===== config.mk =====
export PLATFORM = sky130hd
export DESIGN_NAME = exact_pattern_matcher_core
export DESIGN_NICKNAME = d
export VERILOG_FILES = /design/src/hdl/epm_pkg.sv /design/src/hdl/epm_pattern.sv /design/src/hdl/epm_scan.sv /design/src/hdl/exact_pattern_matcher_core.sv
export SDC_FILE = /design/constraint.sdc
export NUM_CORES = 2
export LEC_CHECK = 0
export CORE_UTILIZATION = 45
export DETAILED_ROUTE_END_ITERATION = 7
export DONT_BUFFER_PORTS = 1
export PLACE_DENSITY = 0.65
export SLEW_MARGIN = 20
export SYNTH_ARGS = -nofsm -noshare
export SYNTH_HDL_FRONTEND = slang
export SYNTH_SLANG_ARGS = --single-unit

===== constraint.sdc =====
create_clock -name clk_i -period 4.5 [get_ports clk_i]
set_input_delay 0.9 -clock clk_i [delete_from_list [all_inputs] [get_ports clk_i]]
set_output_delay 0.9 -clock clk_i [all_outputs]
set_load 0.01 [all_outputs]

===== src/hdl/epm_pkg.sv =====
`default_nettype none

package epm_pkg;

  // Default build values for the top-level parameters
  localparam int unsigned EPM_MAX_PATTERN   = 32;
  localparam int unsigned EPM_POSITION_BITS = 32;

  // Configuration port geometry
  localparam int unsigned CfgIdxW  = 3;
  localparam int unsigned CfgDataW = 64;
  localparam int unsigned LenCfgW  = 6;

  // Fixed pattern storage: four 64-bit words, 32 bytes
  localparam int unsigned PatWords = 4;
  localparam int unsigned PatBytes = 32;

  // Register indexes
  localparam logic [CfgIdxW-1:0] CfgLength = 3'd0;
  localparam logic [CfgIdxW-1:0] CfgWord0  = 3'd1;
  localparam logic [CfgIdxW-1:0] CfgWord1  = 3'd2;
  localparam logic [CfgIdxW-1:0] CfgWord2  = 3'd3;
  localparam logic [CfgIdxW-1:0] CfgWord3  = 3'd4;

  // One text byte as held in the input stage
  typedef struct packed {
    logic [7:0] text_byte;
    logic       end_of_text;
  } item_t;

  // One result as held in the output stage
  typedef struct packed {
    logic        match_found;
    logic [31:0] match_start;
    logic [31:0] match_count;
    logic        text_done;
  } result_t;

endpackage

`default_nettype wire


===== src/hdl/epm_pattern.sv =====
`default_nettype none

module epm_pattern #(
  parameter int unsigned MAX_PATTERN = epm_pkg::EPM_MAX_PATTERN,
  parameter int unsigned LenW        = $clog2(MAX_PATTERN + 1)
) (
  input  wire logic                          clk_i,
  input  wire logic                          rst_ni,
  input  wire logic                          cfg_we_i,
  input  wire logic [epm_pkg::CfgIdxW-1:0]   cfg_index_i,
  input  wire logic [epm_pkg::CfgDataW-1:0]  cfg_data_i,
  output logic      [LenW-1:0]               eff_len_o,
  output logic      [MAX_PATTERN-1:0][7:0]   aligned_o,
  output logic      [MAX_PATTERN-1:0]        care_o
);
  import epm_pkg::*;

  logic [LenCfgW-1:0]                len_cfg_q;
  logic [PatWords-1:0][CfgDataW-1:0] words_q;
  logic [PatBytes-1:0][7:0]          pat_bytes;

  logic [LenCfgW-1:0]           eff_len;
  logic [LenCfgW-1:0]           rel;
  logic [LenW-1:0]              eff_len_d, eff_len_q;
  logic [MAX_PATTERN-1:0][7:0]  aligned_d, aligned_q;
  logic [MAX_PATTERN-1:0]       care_d, care_q;

  // Decode register writes; unknown indexes are dropped
  always_ff @(posedge clk_i or negedge rst_ni) begin
    if (!rst_ni) begin
      len_cfg_q <= LenCfgW'(2);
      words_q   <= '0;
    end else if (cfg_we_i) begin
      unique case (cfg_index_i)
        CfgLength: len_cfg_q  <= cfg_data_i[LenCfgW-1:0];
        CfgWord0:  words_q[0] <= cfg_data_i;
        CfgWord1:  words_q[1] <= cfg_data_i;
        CfgWord2:  words_q[2] <= cfg_data_i;
        CfgWord3:  words_q[3] <= cfg_data_i;
        default: ;
      endcase
    end
  end

  assign pat_bytes = words_q;

  // Clamp the length and line the pattern up with the window, newest byte at entry 0
  always_comb begin
    if (len_cfg_q < LenCfgW'(2)) begin
      eff_len = LenCfgW'(2);
    end else if (len_cfg_q > LenCfgW'(MAX_PATTERN)) begin
      eff_len = LenCfgW'(MAX_PATTERN);
    end else begin
      eff_len = len_cfg_q;
    end
    eff_len_d = LenW'(eff_len);
    rel       = '0;
    for (int w = 0; w < MAX_PATTERN; w++) begin
      rel = eff_len - LenCfgW'(w) - LenCfgW'(1);
      if (LenCfgW'(w) < eff_len) begin
        aligned_d[w] = pat_bytes[rel[4:0]];
        care_d[w]    = 1'b1;
      end else begin
        aligned_d[w] = '0;
        care_d[w]    = 1'b0;
      end
    end
  end

  // Hold the aligned pattern so the compare path stays short
  always_ff @(posedge clk_i or negedge rst_ni) begin
    if (!rst_ni) begin
      eff_len_q <= LenW'(2);
      aligned_q <= '0;
      care_q    <= MAX_PATTERN'(2'b11);
    end else begin
      eff_len_q <= eff_len_d;
      aligned_q <= aligned_d;
      care_q    <= care_d;
    end
  end

  assign eff_len_o = eff_len_q;
  assign aligned_o = aligned_q;
  assign care_o    = care_q;

endmodule

`default_nettype wire


===== src/hdl/epm_scan.sv =====
`default_nettype none

module epm_scan #(
  parameter int unsigned MAX_PATTERN   = epm_pkg::EPM_MAX_PATTERN,
  parameter int unsigned POSITION_BITS = epm_pkg::EPM_POSITION_BITS,
  parameter int unsigned LenW          = $clog2(MAX_PATTERN + 1)
) (
  input  wire logic                        clk_i,
  input  wire logic                        rst_ni,
  input  wire logic                        advance_i,
  input  wire epm_pkg::item_t              item_i,
  input  wire logic [LenW-1:0]             eff_len_i,
  input  wire logic [MAX_PATTERN-1:0][7:0] aligned_i,
  input  wire logic [MAX_PATTERN-1:0]      care_i,
  output epm_pkg::result_t                 result_o
);
  import epm_pkg::*;

  localparam int unsigned StartW = (POSITION_BITS > 32) ? POSITION_BITS : 32;

  logic [MAX_PATTERN-1:0][7:0] window_d, window_q;
  logic [LenW-1:0]             seen_d, seen_q;
  logic [POSITION_BITS-1:0]    pos_q;
  logic [31:0]                 total_d, total_q;
  logic [MAX_PATTERN-1:0]      byte_ok;
  logic                        hit;
  logic [POSITION_BITS-1:0]    start_pos;
  logic [StartW-1:0]           start_wide;

  // Shift the new byte in and compare every window entry in parallel
  always_comb begin
    window_d[0] = item_i.text_byte;
    for (int k = 1; k < MAX_PATTERN; k++) begin
      window_d[k] = window_q[k-1];
    end
    for (int w = 0; w < MAX_PATTERN; w++) begin
      byte_ok[w] = !care_i[w] || (window_d[w] == aligned_i[w]);
    end
  end

  assign seen_d = (seen_q < LenW'(MAX_PATTERN)) ? seen_q + LenW'(1) : seen_q;
  assign hit    = (&byte_ok) && (seen_d >= eff_len_i);

  // Start of the occurrence, wrapping with the position counter
  assign start_pos  = pos_q - POSITION_BITS'(eff_len_i) + POSITION_BITS'(1);
  assign start_wide = StartW'(start_pos);

  // Saturating match count
  assign total_d = (hit && (total_q != '1)) ? total_q + 32'd1 : total_q;

  assign result_o.match_found = hit;
  assign result_o.match_start = hit ? start_wide[31:0] : 32'd0;
  assign result_o.match_count = total_d;
  assign result_o.text_done   = item_i.end_of_text;

  // Advance the text state; clear it after the last byte of a text
  always_ff @(posedge clk_i or negedge rst_ni) begin
    if (!rst_ni) begin
      window_q <= '0;
      seen_q   <= '0;
      pos_q    <= '0;
      total_q  <= '0;
    end else if (advance_i) begin
      if (item_i.end_of_text) begin
        window_q <= '0;
        seen_q   <= '0;
        pos_q    <= '0;
        total_q  <= '0;
      end else begin
        window_q <= window_d;
        seen_q   <= seen_d;
        pos_q    <= pos_q + POSITION_BITS'(1);
        total_q  <= total_d;
      end
    end
  end

endmodule

`default_nettype wire


===== src/hdl/exact_pattern_matcher_core.sv =====
// Exact pattern matcher.
// Text enters on the slave stream one byte per transaction: tdata[7:0] is the
// byte, tlast marks the last byte of a text. Each byte yields exactly one
// result transaction on the master stream: tdata[31:0] is the start position
// of an occurrence that ends at this byte (zero when none), tdata[63:32] the
// saturating match count of the current text, tuser the match flag and tlast
// the end-of-text echo.
// The pattern (2 to MAX_PATTERN bytes) and its length are written through the
// configuration port; the user must write them only while no text byte is in
// flight, as the block does not enforce it. A byte accepted into the input
// register has its result formed by a single pass of parallel window compare
// and stored into the output register.
// Throughput is one byte per cycle while the receiver does not stall.
// The input stage keeps accepting while a result waits in the output
// register; a stall from the receiver backs up into s_axis_tready_o only once
// both stages hold a transaction.
// Reset clears the window, position, count and registers (length 2, pattern
// all zero); the text state also clears after every byte marked tlast.
`default_nettype none

module exact_pattern_matcher_core #(
  parameter int unsigned MAX_PATTERN   = epm_pkg::EPM_MAX_PATTERN,
  parameter int unsigned POSITION_BITS = epm_pkg::EPM_POSITION_BITS
) (
  input  wire logic                         clk_i,
  input  wire logic                         rst_ni,
  // Configuration writes
  input  wire logic                         cfg_we_i,
  input  wire logic [epm_pkg::CfgIdxW-1:0]  cfg_index_i,
  input  wire logic [epm_pkg::CfgDataW-1:0] cfg_data_i,
  // Text stream
  input  wire logic                         s_axis_tvalid_i,
  output logic                              s_axis_tready_o,
  input  wire logic [7:0]                   s_axis_tdata_i,  // text_byte
  input  wire logic                         s_axis_tlast_i,  // end_of_text
  // Result stream
  output logic                              m_axis_tvalid_o,
  input  wire logic                         m_axis_tready_i,
  output logic      [63:0]                  m_axis_tdata_o,  // match_start, match_count
  output logic                              m_axis_tuser_o,  // match_found
  output logic                              m_axis_tlast_o   // text_done
);
  import epm_pkg::*;

  localparam int unsigned LenW = $clog2(MAX_PATTERN + 1);

  logic                        s_accept;
  logic                        advance;
  logic                        s1_valid_q;
  item_t                       s1_item_q;
  logic                        out_valid_q;
  result_t                     out_q;
  result_t                     result;
  logic [LenW-1:0]             eff_len;
  logic [MAX_PATTERN-1:0][7:0] aligned;
  logic [MAX_PATTERN-1:0]      care;

  epm_pattern #(
    .MAX_PATTERN(MAX_PATTERN),
    .LenW       (LenW)
  ) u_pattern (
    .clk_i      (clk_i),
    .rst_ni     (rst_ni),
    .cfg_we_i   (cfg_we_i),
    .cfg_index_i(cfg_index_i),
    .cfg_data_i (cfg_data_i),
    .eff_len_o  (eff_len),
    .aligned_o  (aligned),
    .care_o     (care)
  );

  epm_scan #(
    .MAX_PATTERN  (MAX_PATTERN),
    .POSITION_BITS(POSITION_BITS),
    .LenW         (LenW)
  ) u_scan (
    .clk_i    (clk_i),
    .rst_ni   (rst_ni),
    .advance_i(advance),
    .item_i   (s1_item_q),
    .eff_len_i(eff_len),
    .aligned_i(aligned),
    .care_i   (care),
    .result_o (result)
  );

  // Move the held byte forward whenever the output register is free or drains
  assign advance         = s1_valid_q && (!out_valid_q || m_axis_tready_i);
  assign s_axis_tready_o = !s1_valid_q || advance;
  assign s_accept        = s_axis_tvalid_i && s_axis_tready_o;

  // Input stage
  always_ff @(posedge clk_i or negedge rst_ni) begin
    if (!rst_ni) begin
      s1_valid_q <= 1'b0;
    end else if (s_accept) begin
      s1_valid_q <= 1'b1;
    end else if (advance) begin
      s1_valid_q <= 1'b0;
    end
  end

  always_ff @(posedge clk_i) begin
    if (s_accept) begin
      s1_item_q.text_byte   <= s_axis_tdata_i;
      s1_item_q.end_of_text <= s_axis_tlast_i;
    end
  end

  // Output stage
  always_ff @(posedge clk_i or negedge rst_ni) begin
    if (!rst_ni) begin
      out_valid_q <= 1'b0;
    end else if (advance) begin
      out_valid_q <= 1'b1;
    end else if (m_axis_tready_i) begin
      out_valid_q <= 1'b0;
    end
  end

  always_ff @(posedge clk_i) begin
    if (advance) begin
      out_q <= result;
    end
  end

  assign m_axis_tvalid_o = out_valid_q;
  assign m_axis_tdata_o  = {out_q.match_count, out_q.match_start};
  assign m_axis_tuser_o  = out_q.match_found;
  assign m_axis_tlast_o  = out_q.text_done;

`ifndef SYNTH
  // A flagged match always carries a nonzero count
  a_match_counted: assert property (@(posedge clk_i) disable iff (!rst_ni)
    (out_valid_q && out_q.match_found) |-> (out_q.match_count != 32'd0))
    else $error("match flagged with zero count");

  // Start position is zero when no match is flagged
  a_start_zero: assert property (@(posedge clk_i) disable iff (!rst_ni)
    (out_valid_q && !out_q.match_found) |-> (out_q.match_start == 32'd0))
    else $error("start position set without a match");

  // Both stages full under a stall must block the input
  a_backpressure: assert property (@(posedge clk_i) disable iff (!rst_ni)
    (s1_valid_q && out_valid_q && !m_axis_tready_i) |-> !s_axis_tready_o)
    else $error("input accepted with both stages full");

  // A stalled held byte stays in the input stage
  a_hold_stage: assert property (@(posedge clk_i) disable iff (!rst_ni)
    (s1_valid_q && !advance) |=> (s1_valid_q && $stable(s1_item_q)))
    else $error("input stage lost a stalled byte");
`endif

endmodule

`default_nettype wire

# After elaboration in Yosys (flattened, before gate mapping)
# Cells that the tools add are included.
# word_totals
ff_bits	951
input_bits	81
out_inout_bits	68
# classes
add_sub_neg	67
order_cmp	68
n_eq_ne	37
mux	140
reduce_logical	81
# op_table
op	n
binary-select mux 8 bit (select 5 bit)	32
2-to-1 mux 8 bit	64
== test 8 bit	32
2-to-1 mux 248 bit	1
< comparator 5 x 6 -> 1 bit, second input constant	32
subtractor 5 x 1 -> 5 bit, second input constant	32
adder 32 x 1 -> 32 bit, second input constant	3
< comparator 5 x 6 -> 1 bit, first input constant	16
2-to-1 mux 32 bit	3
subtractor 5 bit, second input constant	16
< comparator 4 x 6 -> 1 bit, first input constant	8
subtractor 5 x 4 -> 5 bit, second input constant	8
2-to-1 mux 1 bit	36
zero test 1 bit	34
logical OR 1 bit	34
inequality test 32 bit, second input constant	1
AND reduction 32 bit	1
subtractor 32 x 6 -> 32 bit	1
< comparator 3 x 6 -> 1 bit, first input constant	4
2-to-1 mux 6 bit	4
subtractor 5 x 3 -> 5 bit, second input constant	4
< comparator 1 x 6 -> 1 bit, first input constant	2
< comparator 2 x 6 -> 1 bit, first input constant	2
AND reduction 2 bit	5
other kinds (12)	18

# Depth between registers and ports, before layout
# logic_depth
word_depth	8
mapped_depth	17
depth_no_buf	15

# By module
# A second synthesis with hierarchy kept.
# hier_totals
cells_unflattened	5902
area_unflattened_um2	60256.5
# by_module_without_submodules
mod	n_inst	cells_each	area_each_um2
epm_pattern	1	3635	38458.1
epm_scan	1	2184	19442.4
exact_pattern_matcher_core	1	83	2356.0

# Worst setup path after synthesis
# Ideal clock, no wire load.
# synth_timing
path_kind	input port to flip-flop
from	input port m_axis_tready_i
to	register u_scan.total_q[1]
arrival_ns	4.278
setup_slack_ns	0.099
stages	7
path_cell_list	nand2b_1 > nand2_1 > clkbuf_1 > clkinv_1 > clkbuf_1 > o21ai_0 > a32o_1
# synth_between
elab_chain_len	2
# synth_lines
element	line	text
start: declaration	exact_pattern_matcher_core.sv:38	input wire logic m_axis_tready_i,
logical OR 1 bit	exact_pattern_matcher_core.sv:88	assign advance = s1_valid_q && (!out_valid_q || m_axis_tready_i);
logical AND 1 bit	exact_pattern_matcher_core.sv:88	
named net advance	exact_pattern_matcher_core.sv:48	logic advance;
end signal: assignment	epm_scan.sv:73	total_q <= total_d;
end: declaration	epm_scan.sv:24	logic [31:0] total_d, total_q;
# The timed path passes the listed nets, and every way through them passes these cells.
# A chain may end at the register's enable or synchronous reset.

==> impl_results.md <==
- Layout Cells excl Fill: 6871
- Area Growth Syn to Fin: 11.69%
- Largest net degree at the start of global routing: 271
- Status: completed
- Power per cell area: about 700 nW/um2
- Worst setup path startpoint: u_pattern.len_cfg_q[4]
- First-pass GRT wire length: 284.6 mm
- CP max FO: 136
- Die area: 124400 um2
- Post-synth top area cell: dfrtp_1
- R2r setup slk: 0.30 ns
- Row Count: 128
- CP startpoint kind: register
- Vias in the first global route: 40050
- Grt total ovfl: 0
- GP Congestion: about 1.1
- I/O pin cnt: 149
- DR vias: 41790
- YS warnings: 0
- Critical R2R Launch: u_pattern.len_cfg_q[4]
- Post-synth top area share: 39.38%
- Syn nets: 5308
- Buffers on Ports: 0
- Most frequent cells in the layout: nand2_1 (888), dfrtp_1 (870), mux2i_1 (744), o21ai_0 (344), xnor2_1 (319)
- Slowest cell on the critical path: mux2i_1
- Vias/cell: around 6.1
- Slew at the pin closest to its max-slew limit: around 1.1 ns
- Die Span Y: between 300 and 400 um
- Clock tree sinks: 950
- Synth top area cells: dfrtp_1 (39%), mux2i_1 (13%), mux4_2 (7.8%)
- CP dominant cell by count: mux2i_1
- Tot GR Track Use: about 31%
- Die width: 352.7 um
- Pre-antenna DRT Iters: 6
- Leading cell type in the layout, fill and taps excluded: nand2_1
- Clock slew at reported path FFs: about 0.070 ns
- Clk_skew: 0.05419 ns
- Initial antenna violation count: 14
- Final Max Slew Viols: 0
- Crit path kind: reg2reg
- Detail Placement HPWL: approximately 150 mm
- Syn Inst Count: 5146
- Mapped Area: ~55000 um2
- Post-synthesis sequential area ratio: 43.64%
- DR DRC count: 0
- Post-synthesis register bit count: 950
- Worst Setup End Kind: register
- RSZ-0062 raised after global routing: no
- Leak: 26.70 nW
- Routed wire length: a little under 200 mm
- CTS Buf Count: 107
- Max IR drop VDD: 0.0003775 V
- Req. time, crit path: 5.17 ns
- Fmax: 238.0 MHz
- H-tree levels: 3
- Post-Route Setup TNS: 0 ns
- Crit path time final: 4.201 ns
- Fill cells: 10870
- Antenna viol nets, final: 0
- WHS: about 0.093 ns
- Starting density of the core: 45.41%
- Critical Path AT: between 4 and 5 ns
- EDFF count, synth: 75
- Final Hold Viols: 0
- Crit path cell chain: or4_4 -> nand2_8 -> buf_12 -> mux2i_1 -> mux2i_1 -> mux2i_1 -> mux2i_1 -> mux2i_1 -> nor2_1
- Max-Cap Viols: 0
- Placed Cells: 6662
- Synth Area per Inst: ~11 um2
- Worst skew pair latency: ~0.76 ns
- Iter 0 DRT Violations: 4805
- Period utilisation layout: 93.37%
- Critical path's largest stage delay: roughly 0.66 ns
- Rel. slew slack: 28.18%
- Asr flop ratio synth: between 90% and 100%
- Share of cells above drive strength 1: between 15 and 20%
- Ys flop type: dfrtp_1
- Hold WC Path Type: in2async
- Final setup fails: 0
- Library cells used by synthesis: 79
- Total Nets Final: 5312
- Core Area: 121900 um2
- Root Buffer: clkbuf_16
- Clk buf depth: 3
- Routed wire per std cell: about 29 um
- CTS tree: built
-- final cells by class --
| type | instances | area [um2] | area share, % |
|---|---|---|---|
| clock inverters | 46 | 516.7 | 0.8360 |
| well taps | 1625 | 2033 | 3.289 |
| diodes | 6 | 15.01 | 0.02429 |
| repair buffers | 213 | 2038 | 3.298 |
| multi-input cells | 3791 | 29660 | 47.99 |
| clock buffers | 153 | 3042 | 4.921 |
| flip-flops and latches | 950 | 24150 | 39.08 |
| inverters | 87 | 347.8 | 0.5628 |
-- state kept, by name, summed over array words and instances, names as in the netlist, 5 cells and up --
register,flops
s1_item_q,9
u_pattern.aligned_o,256
u_scan.window_d,248
u_pattern.eff_len_o,5
u_pattern.pat_bytes,256
u_scan.total_q,32
u_pattern.len_cfg_q,6
m_axis_tdata_o,64
u_pattern.care_o,32
u_scan.pos_q,32
u_scan.seen_q,6
-- cells by family (layout without fill, tap and decap cells) --
logic type	count (synthesis)	after routing	share of synthesized area, %
flip-flops	950	950	43.64
AND/OR/NAND/NOR	1382	1382	10.65
other	0	6	0
AO/OA/AOI/OAI	749	749	7.868
adder cells (fa/ha/maj)	81	81	1.845
multiplexers	1208	1208	26.80
buffers and inverters	405	499	3.176
XOR/XNOR	371	371	6.014
-- Yosys cell counts (all sizes together) (75+ instances only) --
cell and count:
nand2 890, dfrtp 871, mux2i 744, o21ai 354, xnor2 337, mux2 272, nor2 204, a21oi 195
clkbuf 195, mux4 192, buf 123, nand4 88, inv 82, ha 80, edfxtp 75
-- power breakdown --
part	internal, W	leakage, nW	switching, W
sequential	0.0104	12.0	0.00205
combinational	0.00863	13.0	0.0134
clock	0.00503	1.71	0.00380
total	0.0241	26.7	0.0193
-- routing by layer --
layer	wire length [um]	GRT usage, %
met5	54	0
met4	12010	16.30
met3	17990	7.762
met2	83490	45.33
met1	82310	43.33
-- worst paths after layout --
| path | to | depth (start not counted) |
|---|---|---|
| max in group asynchronous | u_pattern.aligned_o[1] | 4 |
| hold / removal | u_scan.window_d[104] | 1 |
| setup reg to reg | u_pattern.aligned_o[92] | 9 |
| hold reg to reg | u_scan.window_d[253] | 2 |
| min in group clk_i | s1_item_q[0] | 0 |
| setup / recovery | u_pattern.aligned_o[92] | 9 |
-- timing repair --
| item | in CTS | in global routing |
|---|---|---|
| hold buffers | 2 | 0 |
| setup buffers | 0 | 0 |
| setup endpoints to repair | 0 | 0 |
| resized for setup | 0 | 0 |
| hold endpoints to repair | 24 | 0 |
-- per-stage QoR --
| stage | utilization [%] | power [W] | cell area, um2 | setup WS [ns] |
|---|---|---|---|---|
| after floorplan | - | 0.02451 | 55340 | 0.09898 |
| after global placement | 47.56 | 0.03344 | 57970 | 0.1391 |
| after detailed placement | 47.68 | 0.03376 | 58110 | 0.4112 |
| after CTS | 50.62 | 0.04264 | 61690 | 0.3861 |
| after global routing | 50.70 | 0.04461 | 61790 | 0.1785 |
| final | 50.71 | 0.04336 | 61810 | 0.2985 |
-- worst max-delay path, delay by kind of cell, from the launching register on --
| family | cells | cell delay, ns |
|---|---|---|
| AND/OR/NAND/NOR | 3 | 0.84 |
| buffers and inverters | 1 | 0.61 |
| multiplexers | 5 | 1.95 |
| flip-flops | 1 | 0.52 |
Power figures use the tool's default switching activity.
